===== src/rtl/core/nnt_ram.sv =====
// Generic single-write, single-read RAM with registered read data.
module nnt_ram #(
  parameter int WIDTH = 16,
  parameter int DEPTH = 256
) (
  input  logic                     clk,
  input  logic                     we,
  input  logic [$clog2(DEPTH)-1:0] waddr,
  input  logic [WIDTH-1:0]         wdata,
  input  logic [$clog2(DEPTH)-1:0] raddr,
  output logic [WIDTH-1:0]         rdata
);

  logic [WIDTH-1:0] mem [DEPTH];

  always_ff @(posedge clk) begin
    if (we) begin
      mem[waddr] <= wdata;
    end
    rdata <= mem[raddr];
  end

endmodule


===== config.mk =====
export PLATFORM = sky130hd
export DESIGN_NAME = nnt_ram
export DESIGN_NICKNAME = d
export VERILOG_FILES = /design/src/rtl/core/nnt_ram.sv
export SDC_FILE = /design/constraint.sdc
export NUM_CORES = 2
export LEC_CHECK = 0
export CORE_ASPECT_RATIO = 1.5
export CORE_MARGIN = 2
export CORE_UTILIZATION = 49
export DETAILED_ROUTE_END_ITERATION = 10
export DONT_BUFFER_PORTS = 1
export GPL_ROUTABILITY_DRIVEN = 1
export PLACE_DENSITY = 0.61
export SETUP_SLACK_MARGIN = 0.3
export SLEW_MARGIN = 20
export SYNTH_ARGS = -nofsm -noshare
export SYNTH_HDL_FRONTEND = slang
export SYNTH_SLANG_ARGS = --single-unit

===== constraint.sdc =====
create_clock -name clk -period 3.2 [get_ports clk]
set_input_delay 0.16 -clock clk [delete_from_list [all_inputs] [get_ports clk]]
set_output_delay 0.16 -clock clk [all_outputs]
set_load 0.005 [all_outputs]

==> metrics.sh <==
N_FILL_CELL=23700
FAILED_CHECKS='negative hold slack'
CLOCK_TREE_FROM_TRITONCTS='done'
GRT_PASS1_WL_MM=605
CLOCK-ROOT-BUFFER='sky130_fd_sc_hd__clkbuf_16'
SLEW_HEADROOM=0.0881
CRITPATHLAUNCHTYPE='input port'
GLOBALROUTE.TOTALOVERFLOW=0
CRIT_CELLS=14
NETLIST_AREA_UM2=159000
SYNTH_AREA_PER_CELL_UM2=21.6
INTERNAL_POWER_mW=86.9
WORST_REG_TO_REG_CELLS=6
FLOORPLAN.CORE_AREA_UM2=322000
SETUP-VIOLATIONS-FINAL=0
FINALCRITPERIODSHARE=0.867
WORST_EP_REQUIRED_TIME_PS=4030
SYN-INSTANCE-COUNT=7360
IR_DROP_uV=385
SETUP.WORST_PATH.CLASS='in2reg'
STATIC-LEAKAGE-POWER_nW=57.8
DETAILED_PLACE_HPWL_MM=234
PLACE.DETAILED.INSTANCES=11800
SYNTH.DISTINCT_CELLS=52
WORSTREG2REGSTART='mem[23][11]$_DFFE_PP_'
I_O_PINS=50
CLOCK_TREE.HTREE_LEVEL_COUNT=5
GRT_MAX_DEGREE=738
END_KIND='flop'
POWER_SWITCHING_SHARE=0.208
CLK_PIN_SLEW_PS=60
PWR-SHARE-CLK=0.412
NUM_ROWS=255
WORST_PIN_SLEW_PS=1370
FINALWIRELENGTH_MM=433
TIMING.FINAL.HOLD_VIOLATIONS=1717
CP_SLOWEST_CELL='sky130_fd_sc_hd__o32ai_1'
TIMING.FINAL.CRIT_PERIOD_PS=2780
DRT_PASS1_ITERATIONS=5
MAX-CAP-VIOLATIONS=0
INITIAL_ANTENNA_VIOLATION_COUNT=15
YS_SEQ_ELEMENTS=4112
CLOCK_SKEW_PS=65.1
UNREPAIRED_SETUP_ENDPOINTS_AFTER_GLOBAL_ROUTING='false'
FIN_TNS_SETUP_PS=0
DRC=0
CRITICAL_PATH.MAX_STAGE_DELAY_PS=470
DIE_W_UM=469
TIMING.CRITICAL_PATH.TO='rdata[9]$_DFF_P_'
OUTCOME='complete, but fails checks'
NUMCTSBUFFERS=381
CLOCK-SINKS=4112
CTS.PATH.MAX_BUFFERS=4
TOTAL_POWER_mW=110
DIE_Y_UM=701
GLOBAL_ROUTE.USAGE.TOTAL=0.260
NET-SWITCHING-POWER_mW=22.8
MAPPEDNETLISTNETS=7394
TOTAL_POWER_DIVIDED_BY_CELL_AREA_nW_PER_UM2=606
CLKLATENCYLATEPIN_PS=950
BUFFER_PORTS.INSERTED=0
WORST_R2R_ENDPOINT='rdata[11]$_DFF_P_'
CRITICAL-PATH-TOP-DELAY-FAMILY='buffers and inverters'
DESIGN_AREA_UM2=181000
HP-CLASS='in2reg'
SYNTH_WARN=0
ROUTED-VIA-COUNT=79200
STARTPOINT_OF_THE_MOST_CRITICAL_SETUP_PATH='raddr[1]'
SEQ_POWER_SHARE=0.542
CP_DATA_ARRIVAL_TIME_PS=3610
POSTPLACECELLAREA_UM2=167000
PATH_MAX_FANOUT=89
AREA_GROWTH_PCT=14.0
CRITICAL_PATH.CELL_CHAIN='buf_16, buf_16, buf_16, or2_4, buf_4, buf_4, o221ai_1, buf_4, o22ai_1, nor3_1, buf_4, o32ai_1, buf_4, nor4_1'
FINALHOLDWORSTSLACK_PS=-638
SHARE_OF_CELLS_ABOVE_DRIVE_STRENGTH_1=0.269
REG2REG_SETUP_SLACK_PS=490
FINAL_ANTENNA_NET_COUNT=0
ROUTED_VIA_DENSITY=6.30
DIE_AREA_UM2=329000
FIRST_GLOBAL_VIAS=79900
MAXCLOCKFREQUENCY_MHz=360
NNETSFINAL=8060
CRITPATHMOSTFREQUENTCELL='sky130_fd_sc_hd__buf_4'
DETAILEDROUTE.FIRSTITERATIONVIOLATIONS=9612
LAYOUTNONFILLERINSTCOUNT=12600
REPORT.FINAL.SLEW_VIOL_COUNT=0
PLACE_CONGESTION=0.873
WL_PER_CELL_UM=34.4
YOSYSSEQAREASHARE=0.777
START_UTIL=0.493
COMBPWRFRAC=0.046
CRIT_BUF_INV=8
-- what timing repair did --
| item | in CTS | in global routing |
|---|---|---|
| cloned | 15 | 6 |
| endpoints found under the hold margin | 4868 | 3684 |
| endpoints found under the setup margin | 16 | 16 |
| buffers inserted | 0 | 2 |
| pin swaps | 0 | 1 |
| hold buffers | 24 | 12 |
| gates resized for setup | 7 | 11 |
-- flip-flops by register name (all words and copies together), names as in the netlist --
| register | cells |
|---|---|
| mem | 4096 |
| rdata | 16 |
-- worst min path at each step --
stage / slack, ps / end / start / depth (start not counted)
6_report: -640 / mem[230][1]$_DFFE_PP_ / wdata[1] / 0
2_1_floorplan: 260 / mem[0][0]$_DFFE_PP_ / wdata[0] / 0
3_3_place_gp: 280 / mem[229][1]$_DFFE_PP_ / wdata[1] / 0
3_5_place_dp: 280 / mem[230][1]$_DFFE_PP_ / wdata[1] / 0
5_1_grt: -690 / mem[70][14]$_DFFE_PP_ / wdata[14] / 0
4_1_cts: -700 / mem[230][1]$_DFFE_PP_ / wdata[1] / 0
-- kinds of logic (layout without fill, tap and decap cells) --
logic type             count (synthesis)  after routing  synth area share
buffers and inverters                456           1428            0.0169
AND/OR/NAND/NOR                      556            556            0.0157
multiplexers                        1450           1450             0.155
other                                  0              8                 0
AO/OA/AOI/OAI                        786            786            0.0354
flip-flops                          4112           4112             0.777
-- power by group through the flow --
stage | logic [mW] | registers (mW) | clock network (mW)
finish | 5.06 | 59.5 | 45.2
global route | 5.26 | 59.4 | 47.7
CTS | 4.48 | 59.5 | 45.8
detailed placement | 4.26 | 60.6 | 0
global placement | 4.24 | 60.6 | 0
floorplan | 2.93 | 60.6 | 0
-- cell usage after synthesis, drive strengths merged --
library cell / n / area (um2)
a22oi: 43 / 323
a31oi: 6 / 37.5
nand2: 38 / 143
o221ai: 253 / 2220
o21ai: 38 / 190
and3: 11 / 68.8
a2111oi: 6 / 52.6
nor2b: 9 / 56.3
nand2b: 3 / 18.8
a21oi: 175 / 876
inv: 4 / 15.0
o22ai: 148 / 926
o31ai: 16 / 120
dfxtp: 16 / 320
nor3: 92 / 460
nor4bb: 2 / 20.0
a211oi: 18 / 135
a221oi: 28 / 245
or3b: 1 / 8.76
a21o: 2 / 15.0
nand4b: 3 / 26.3
nor4: 18 / 119
or4b: 1 / 10.0
nand3: 35 / 175
or2: 5 / 31.3
a22o: 32 / 280
nand3b: 1 / 7.51
mux4: 797 / 17900
mux2i: 565 / 5660
clkbuf: 230 / 863
nor2: 304 / 1140
o32ai: 21 / 191
or3: 2 / 12.5
and2: 2 / 12.5
nand4: 26 / 163
mux2: 88 / 991
buf: 222 / 1810
nor3b: 1 / 7.51
edfxtp: 4096 / 123000
and4: 2 / 17.5
-- per-stage QoR --
step | setup WS, ps | hold WS [ps] | util
floorplan | 875 | 259 | -
global placement | -2670 | 283 | 0.519
detailed placement | -2460 | 277 | 0.520
CTS | 393 | -703 | 0.560
global route | 308 | -686 | 0.562
finish | 424 | -638 | 0.562
-- layer usage --
| metal | track usage | part of all wire | vias to the layer above |
|---|---|---|---|
| li1 | - | - | 32600 |
| met1 | 0.333 | 0.36 | 42200 |
| met2 | 0.432 | 0.50 | 3603 |
| met3 | 0.0392 | 0.075 | 769 |
| met4 | 0.133 | 0.060 | 4 |
| met5 | 0 | 0.000051 | - |
-- cell usage in the layout (no fill, tap or decap), types with 8 or more instances in the layout --
master	n
sky130_fd_sc_hd__a211oi_1	18
sky130_fd_sc_hd__a21oi_1	173
sky130_fd_sc_hd__a221oi_1	26
sky130_fd_sc_hd__a22o_1	32
sky130_fd_sc_hd__a22oi_1	43
sky130_fd_sc_hd__and3_1	11
sky130_fd_sc_hd__buf_12	34
sky130_fd_sc_hd__buf_16	28
sky130_fd_sc_hd__buf_4	625
sky130_fd_sc_hd__bufbuf_16	15
sky130_fd_sc_hd__bufinv_16	36
sky130_fd_sc_hd__clkbuf_1	74
sky130_fd_sc_hd__clkbuf_16	395
sky130_fd_sc_hd__clkinv_1	71
sky130_fd_sc_hd__clkinv_2	65
sky130_fd_sc_hd__clkinv_4	11
sky130_fd_sc_hd__clkinvlp_4	20
sky130_fd_sc_hd__dfxtp_1	16
sky130_fd_sc_hd__diode_2	8
sky130_fd_sc_hd__dlygate4sd3_1	27
sky130_fd_sc_hd__edfxtp_1	4096
sky130_fd_sc_hd__inv_6	12
sky130_fd_sc_hd__mux2_2	88
sky130_fd_sc_hd__mux2i_1	565
sky130_fd_sc_hd__mux4_2	797
sky130_fd_sc_hd__nand2_1	38
sky130_fd_sc_hd__nand3_1	26
sky130_fd_sc_hd__nand3_2	9
sky130_fd_sc_hd__nand4_1	26
sky130_fd_sc_hd__nor2_1	240
sky130_fd_sc_hd__nor2_2	63
sky130_fd_sc_hd__nor2b_1	9
sky130_fd_sc_hd__nor3_1	84
sky130_fd_sc_hd__nor3_2	8
sky130_fd_sc_hd__nor4_1	17
sky130_fd_sc_hd__o21ai_0	35
sky130_fd_sc_hd__o221ai_1	251
sky130_fd_sc_hd__o22ai_1	148
sky130_fd_sc_hd__o31ai_1	16
sky130_fd_sc_hd__o32ai_1	18
-- layout make-up --
cell class / count / area (um2) / share of cell area
Inverter: 4 / 27.5 / 0.000152
Multi-Input combinational cell: 2792 / 33000 / 0.183
Timing Repair Buffer: 735 / 7050 / 0.0390
Clock buffer: 469 / 10100 / 0.0558
Tap cell: 4240 / 5310 / 0.0293
Sequential cell: 4112 / 123000 / 0.681
Clock inverter: 220 / 2110 / 0.0117
Antenna cell: 8 / 20.0 / 0.000111
Note: power is estimated with default switching activity, not from simulation.
