`src/rtl/core/nnt_pkg.sv`:
```
// Shared constants, types and helpers for the nearest-neighbor tour block.
package nnt_pkg;

  localparam int MAX_CITIES  = 16;
  localparam int CITY_BITS   = $clog2(MAX_CITIES);
  localparam int ADDR_BITS   = 2 * CITY_BITS;
  localparam int STORE_DEPTH = MAX_CITIES * MAX_CITIES;
  localparam int WEIGHT_BITS = 16;
  localparam int COUNT_BITS  = 5;
  localparam int COST_BITS   = 21;

  localparam logic [COST_BITS-1:0]  COST_MAX       = {COST_BITS{1'b1}};
  localparam logic [COUNT_BITS-1:0] CITY_COUNT_RST = COUNT_BITS'(MAX_CITIES);
  localparam logic [COUNT_BITS-1:0] CITY_COUNT_MIN = COUNT_BITS'(2);
  localparam logic [CITY_BITS-1:0]  HOME_CITY      = '0;

  typedef enum logic [2:0] {
    ST_IDLE,
    ST_FIRST,
    ST_SCAN,
    ST_DRAIN,
    ST_STEP,
    ST_CLOSE_RD,
    ST_CLOSE_ADD,
    ST_CLOSE_OUT
  } walk_state_t;

  typedef struct packed {
    logic                  we;
    logic [ADDR_BITS-1:0]  addr;
    logic [WEIGHT_BITS-1:0] data;
  } store_wr_t;

  function automatic logic [COST_BITS-1:0] sat_add(input logic [COST_BITS-1:0] a,
                                                   input logic [WEIGHT_BITS-1:0] b);
    logic [COST_BITS:0] s;
    s = {1'b0, a} + {{(COST_BITS + 1 - WEIGHT_BITS){1'b0}}, b};
    return s[COST_BITS] ? COST_MAX : s[COST_BITS-1:0];
  endfunction

endpackage

```
`src/rtl/core/nnt_walk.sv`:
```
// Tour sequencer: scans distance rows, picks the nearest unvisited city, drives results.
module nnt_walk (
  input  logic                          clk,
  input  logic                          rst_n,
  input  logic                          start,
  input  logic [nnt_pkg::COUNT_BITS-1:0]  n_cities,
  output logic                          busy,
  output logic [nnt_pkg::ADDR_BITS-1:0]   rd_addr,
  input  logic [nnt_pkg::WEIGHT_BITS-1:0] rd_data,
  output logic                          out_valid,
  input  logic                          out_stall,
  output logic [nnt_pkg::CITY_BITS-1:0]   out_city,
  output logic [nnt_pkg::COST_BITS-1:0]   out_tour_cost,
  output logic                          out_last_city
);
  import nnt_pkg::*;

  walk_state_t state_r, state_nxt;

  logic [CITY_BITS-1:0]   cur_r, cur_nxt;
  logic [MAX_CITIES-1:0]  visited_r, visited_nxt;
  logic [COST_BITS-1:0]   cost_r, cost_nxt;
  logic [COUNT_BITS-1:0]  step_r, step_nxt;
  logic [CITY_BITS-1:0]   scan_r, scan_nxt;
  logic                   pend_r;
  logic [CITY_BITS-1:0]   pend_idx_r;
  logic                   found_r, found_nxt;
  logic [CITY_BITS-1:0]   best_r, best_nxt;
  logic [WEIGHT_BITS-1:0] best_w_r, best_w_nxt;

  logic                   out_valid_r;
  logic [CITY_BITS-1:0]   out_city_r;
  logic [COST_BITS-1:0]   out_cost_r;
  logic                   out_last_r;

  logic                   slot_free;
  logic                   scan_done;
  logic                   last_step;
  logic                   push;
  logic                   rd_issue;
  logic [CITY_BITS-1:0]   push_city;
  logic [COST_BITS-1:0]   push_cost;
  logic                   push_last;
  logic                   take;

  assign slot_free = !out_valid_r || !out_stall;
  assign scan_done = ({1'b0, scan_r} == (n_cities - COUNT_BITS'(1)));
  assign last_step = ((step_r + COUNT_BITS'(1)) == n_cities);

  always_comb begin
    state_nxt = state_r;
    case (state_r)
      ST_IDLE: begin
        if (start) state_nxt = ST_FIRST;
      end
      ST_FIRST: begin
        if (slot_free) state_nxt = ST_SCAN;
      end
      ST_SCAN: begin
        if (scan_done) state_nxt = ST_DRAIN;
      end
      ST_DRAIN: state_nxt = ST_STEP;
      ST_STEP: begin
        if (slot_free) state_nxt = last_step ? ST_CLOSE_RD : ST_SCAN;
      end
      ST_CLOSE_RD:  state_nxt = ST_CLOSE_ADD;
      ST_CLOSE_ADD: state_nxt = ST_CLOSE_OUT;
      ST_CLOSE_OUT: begin
        if (slot_free) state_nxt = ST_IDLE;
      end
      default: state_nxt = ST_IDLE;
    endcase
  end

  always_comb begin
    busy      = (state_r != ST_IDLE);
    rd_issue  = 1'b0;
    rd_addr   = {cur_r, scan_r};
    push      = 1'b0;
    push_city = HOME_CITY;
    push_cost = '0;
    push_last = 1'b0;
    case (state_r)
      ST_FIRST: push = slot_free;
      ST_SCAN:  rd_issue = 1'b1;
      ST_STEP: begin
        push      = slot_free;
        push_city = best_r;
      end
      ST_CLOSE_RD: rd_addr = {cur_r, HOME_CITY};
      ST_CLOSE_OUT: begin
        push      = slot_free;
        push_cost = cost_r;
        push_last = 1'b1;
      end
      default: ;
    endcase
  end

  assign take = pend_r && !visited_r[pend_idx_r] && (!found_r || (rd_data < best_w_r));

  always_comb begin
    cur_nxt     = cur_r;
    visited_nxt = visited_r;
    cost_nxt    = cost_r;
    step_nxt    = step_r;
    scan_nxt    = scan_r;
    found_nxt   = found_r;
    best_nxt    = best_r;
    best_w_nxt  = best_w_r;
    if (take) begin
      found_nxt  = 1'b1;
      best_nxt   = pend_idx_r;
      best_w_nxt = rd_data;
    end
    if (rd_issue) scan_nxt = scan_r + CITY_BITS'(1);
    case (state_r)
      ST_FIRST: begin
        if (slot_free) begin
          cur_nxt     = HOME_CITY;
          visited_nxt = MAX_CITIES'(1);
          cost_nxt    = '0;
          step_nxt    = COUNT_BITS'(1);
          scan_nxt    = '0;
          found_nxt   = 1'b0;
        end
      end
      ST_STEP: begin
        if (slot_free) begin
          cost_nxt              = sat_add(cost_r, best_w_r);
          cur_nxt               = best_r;
          visited_nxt[best_r]   = 1'b1;
          step_nxt              = step_r + COUNT_BITS'(1);
          scan_nxt              = '0;
          found_nxt             = 1'b0;
        end
      end
      ST_CLOSE_ADD: begin
        cost_nxt = sat_add(cost_r, rd_data);
        cur_nxt  = HOME_CITY;
      end
      default: ;
    endcase
  end

  always_ff @(posedge clk) begin
    if (!rst_n) begin
      state_r     <= ST_IDLE;
      cur_r       <= '0;
      visited_r   <= '0;
      cost_r      <= '0;
      step_r      <= '0;
      scan_r      <= '0;
      pend_r      <= 1'b0;
      found_r     <= 1'b0;
      out_valid_r <= 1'b0;
    end else begin
      state_r     <= state_nxt;
      cur_r       <= cur_nxt;
      visited_r   <= visited_nxt;
      cost_r      <= cost_nxt;
      step_r      <= step_nxt;
      scan_r      <= scan_nxt;
      pend_r      <= rd_issue;
      found_r     <= found_nxt;
      if (push) begin
        out_valid_r <= 1'b1;
      end else if (!out_stall) begin
        out_valid_r <= 1'b0;
      end
    end
  end

  always_ff @(posedge clk) begin
    pend_idx_r <= scan_r;
    best_r     <= best_nxt;
    best_w_r   <= best_w_nxt;
    if (push) begin
      out_city_r <= push_city;
      out_cost_r <= push_cost;
      out_last_r <= push_last;
    end
  end

  assign out_valid     = out_valid_r;
  assign out_city      = out_city_r;
  assign out_tour_cost = out_cost_r;
  assign out_last_city = out_last_r;

endmodule

```
`config.mk`:
```
export PLATFORM = sky130hd
export DESIGN_NAME = nnt_walk
export DESIGN_NICKNAME = d
export VERILOG_FILES = /design/src/rtl/core/nnt_pkg.sv /design/src/rtl/core/nnt_walk.sv
export SDC_FILE = /design/constraint.sdc
export NUM_CORES = 1
export LEC_CHECK = 0
export BUFFER_PORTS_ARGS = -buffer_cell sky130_fd_sc_hd__buf_2
export CAP_MARGIN = 20
export CORE_UTILIZATION = 30
export CTS_CLUSTER_SIZE = 12
export DETAILED_ROUTE_END_ITERATION = 6
export PLACE_DENSITY_LB_ADDON = 0.25
export SLEW_MARGIN = 20
export SYNTH_ARGS = -nofsm -noshare
export SYNTH_HDL_FRONTEND = slang
export SYNTH_SLANG_ARGS = --single-unit
```
`constraint.sdc`:
```
create_clock -name clk -period 3.43 [get_ports clk]
set_input_delay 0 -clock clk [delete_from_list [all_inputs] [get_ports clk]]
set_output_delay 0 -clock clk [all_outputs]
set_load 0.01 [all_outputs]
```
==> results by group <==
Die
  • Standard-cell row count: 52
  • Boundary pin count: 61
  • Die Span X: roughly 150 µm
  • Die Footprint: about 21000 µm²
  • Core region area: 20360 µm²
  • Initial Utilization: 0.3081
  • Die Y: roughly 150 µm

Worst setup path
  • Critical Path AT: around 3200 ps
  • Critical path peak fanout: 4
  • Critical path type: reg2reg
  • CP Capture Type: register
  • RR Startpoint: cost_r[0]
  • R2R cell count: 10
  • R2R Path End: cost_r[20]
  • R2r setup slk: roughly 540 ps
  • Crit path required time: around 3700 ps
  • CP Launch Type: register

Timing
  • Final Hold Viols: 0
  • Worst hold margin: 104.4 ps
  • Highest Clock Rate: 0.3466 GHz
  • Fin Setup TNS: 0 ps
  • Slack of the critical path: about 540 ps
  • Relative slew margins: 0.4397
  • Unrepaired setup endpoints after global routing: false
  • Tmin final: ~2900 ps
  • Final setup fails: 0
  • Final Cycle Share: 0.8412
  • Worst clock skew: roughly 11 ps
  • Slew Viols, Final: 0
  • Worst slew pin tran: around 840 ps

CTS
  • CTS root buffer: clkbuf_16
  • CTS max path bufs: 2
  • Clock transition at path regs: around 80 ps
  • Worst-Skew Late Latency: 370 ps
  • CTS buffer count: 9
  • Post-CTS Setup Repair Bufs: 0
  • CTS resizes: 0
  • CTS HTree Levels: 3
  • CTS tree: yes
  • Post-CTS Hold Buffers: 17
  • Num Clock Sinks: between 100 and 150

Global routing
  • Vias in the first global route: roughly 5000
  • First-pass GRT wire length: 25900 µm
  • GRT Resource Usage Total: 0.1519
  • Gr ovfl total: 0
  • Largest net degree at the start of global routing: 27
  • Initial antenna violation count: 0

Route
  • Initial DRC count: around 220
  • DRC Markers: 0
  • Via-per-instance ratio: approximately 5
  • Vias: just over 5000
  • DR WL/cell: roughly 15 µm
  • Pre-antenna DRT Iters: 5
  • ANT nets after route: 0
  • Drt total wl: between 15000 and 20000 µm

Logic synthesis
  • Net Count, Synth: roughly 740
  • Mean Syn Cell Area: about 9.5 µm²
  • Top-count cell post-synth: dfxtp_1
  • Share of flip-flops with an asynchronous set or reset: 0
  • Largest cells by area after synthesis: edfxtp_1, dfxtp_1, ha_1
  • Cell taking the most area after synthesis: edfxtp_1
  • Post-Synthesis Cells: 660
  • Share of the synthesized area in the top cell type: 0.2201
  • Register area share after synthesis: 0.4116
  • Post-synth top cells: dfxtp_1, o21ai_0, ha_1
  • Most used flip-flop cell after synthesis: dfxtp_1
  • Yosys cell types: 69
  • Yosys reg bits: approximately 110
  • Post-synth EDFFs: 46
  • Synth warnings: 0
  • Mapped cell area: roughly 6300 µm²

Place
  • Cell Area, Placed: ~7000 µm²
  • Dpl ws: 592.1 ps
  • Placed insts: approximately 970
  • Routability Congestion: 0.7885
  • Post-DP HPWL: between 10000 and 15000 µm
  • IO Port Bufs: 60

Cells and area
  • Layout area overhead: 16.97%
  • ANT cells: 0
  • Finished Layout Cells: ~1000
  • Post-route cell area: roughly 7300 µm²
  • Fill count: about 2100
  • Share of cells above drive strength 1: 0.1399
  • Fin util: 0.3604
  • Fin nets: between 800 and 900

Pwr
  • Combinational share of power: 0.147
  • Psw: ~0.86 mW
  • Flop pwr share: 0.487
  • Static Leakage: between 3 and 4 nW
  • VDD IR max: 0.0002285 V
  • Clock power frac: 0.366
  • Power Density: approximately 400 nW/µm²
  • Int Pwr: about 2.1 mW
  • Design Power: 2.955 mW
  • Sw frac: 0.2921

Run
  • Max-Cap Viols: 0

Min path
  • Hold Crit Start: n_cities[3]
  • Hold endpoint: state_r[0]
  • Type of the tightest min-delay check: in2reg
  • Hold depth: 4

Run status
  • Status: finished clean
==> per-layer routing <==
metal | vias to the layer above | GRT usage | share of wire
met3 | 17 | 0.02375 | 0.028
met5 | - | 0 | 0
met4 | 0 | 0.05104 | 0.015
met1 | 2391 | 0.2077 | 0.50
li1 | 2575 | - | -
met2 | 88 | 0.2427 | 0.45
==> power by group through the flow <==
| stage | clock [mW] | sequential [mW] | combinational [mW] |
|---|---|---|---|
| CTS | 1.12 | 1.44 | 0.440 |
| detailed placement | 0 | 1.47 | 0.423 |
| floorplan | 0 | 1.47 | 0.265 |
| global placement | 0 | 1.47 | 0.423 |
| global route | 1.17 | 1.45 | 0.488 |
| finish | 1.08 | 1.44 | 0.435 |
==> cell families (layout without fill, tap and decap cells) <==
family                     after synthesis  count (layout)  share of synthesized area
buffers and inverters                   46             122                    0.03110
xor gates and xnor gates                41              41                    0.05723
muxes                                    8               8                    0.02273
adders and majority gates               52              52                     0.1061
and+or+nand+nor                        212             212                     0.1727
DFF                                    106             106                     0.4116
AOI/OAI and AO/OA                      195             195                     0.1986
==> cell usage in the layout, fill, tap and decap left out, drive strengths merged, types with 3 or more instances in the layout <==
| cell | synthesis | routed |
|---|---|---|
| a211oi | 7 | 7 |
| a21o | 16 | 16 |
| a21oi | 45 | 45 |
| a221o | 5 | 5 |
| a311oi | 3 | 3 |
| a31oi | 18 | 18 |
| and2 | 35 | 35 |
| and3 | 6 | 6 |
| and4 | 3 | 3 |
| buf | 3 | 66 |
| clkbuf | 20 | 9 |
| clkinv | 0 | 3 |
| dfxtp | 60 | 60 |
| dlygate4sd3 | 0 | 17 |
| edfxtp | 46 | 46 |
| ha | 50 | 50 |
| inv | 23 | 27 |
| mux2i | 3 | 3 |
| mux4 | 5 | 5 |
| nand2 | 46 | 46 |
| nand2b | 6 | 6 |
| nand3 | 26 | 26 |
| nand3b | 3 | 3 |
| nand4 | 6 | 6 |
| nor2 | 48 | 48 |
| nor2b | 15 | 15 |
| nor3 | 9 | 9 |
| nor3b | 3 | 3 |
| o2111ai | 3 | 3 |
| o211ai | 5 | 5 |
| o21a | 7 | 7 |
| o21ai | 61 | 61 |
| o22ai | 3 | 3 |
| xnor2 | 22 | 22 |
| xor2 | 19 | 19 |
==> area by class of cell <==
class                           count  area, µm²  area share
Sequential cell                   106       2582      0.3519
Tap cell                          270      337.8     0.04603
Multi-Input combinational cell    508       3506      0.4777
Clock inverter                      7      86.33     0.01176
Timing Repair Buffer               83      515.5     0.07024
Inverter                           23      86.33     0.01176
Clock buffer                        9      225.2     0.03069
==> worst max-delay path: stages (launching register included) <==
cell	delay, ps
dfxtp_1	340
ha_1	230
fa_1	430
a211oi_1	290
o21ai_0	180
a31oi_1	230
o21ai_0	220
a221oi_1	300
nor2_1	120
a311o_1	390
o211ai_1	100
==> state kept, by name, indices dropped and copies added, names as in the netlist, 3 cells and up <==
| register | flops |
|---|---|
| best_w_r | 16 |
| pend_idx_r | 4 |
| visited_r | 16 |
| scan_r | 4 |
| out_tour_cost | 21 |
| out_city | 4 |
| state_r | 3 |
| cost_r | 21 |
| best_r | 4 |
| cur_r | 4 |
| step_r | 5 |
==> how the worst max path moves through the flow <==
stage	start	endpoint	slack, ps	cells past startpoint
floorplan	pend_idx_r[0]	best_r[0]	350	5
global placement	cost_r[0]	cost_r[20]	630	10
detailed placement	cost_r[0]	cost_r[20]	590	10
CTS	cost_r[0]	cost_r[20]	560	10
global route	cost_r[8]	cost_r[20]	320	9
finish	cost_r[0]	cost_r[20]	540	10
Note: power is estimated with default switching activity, not from simulation.
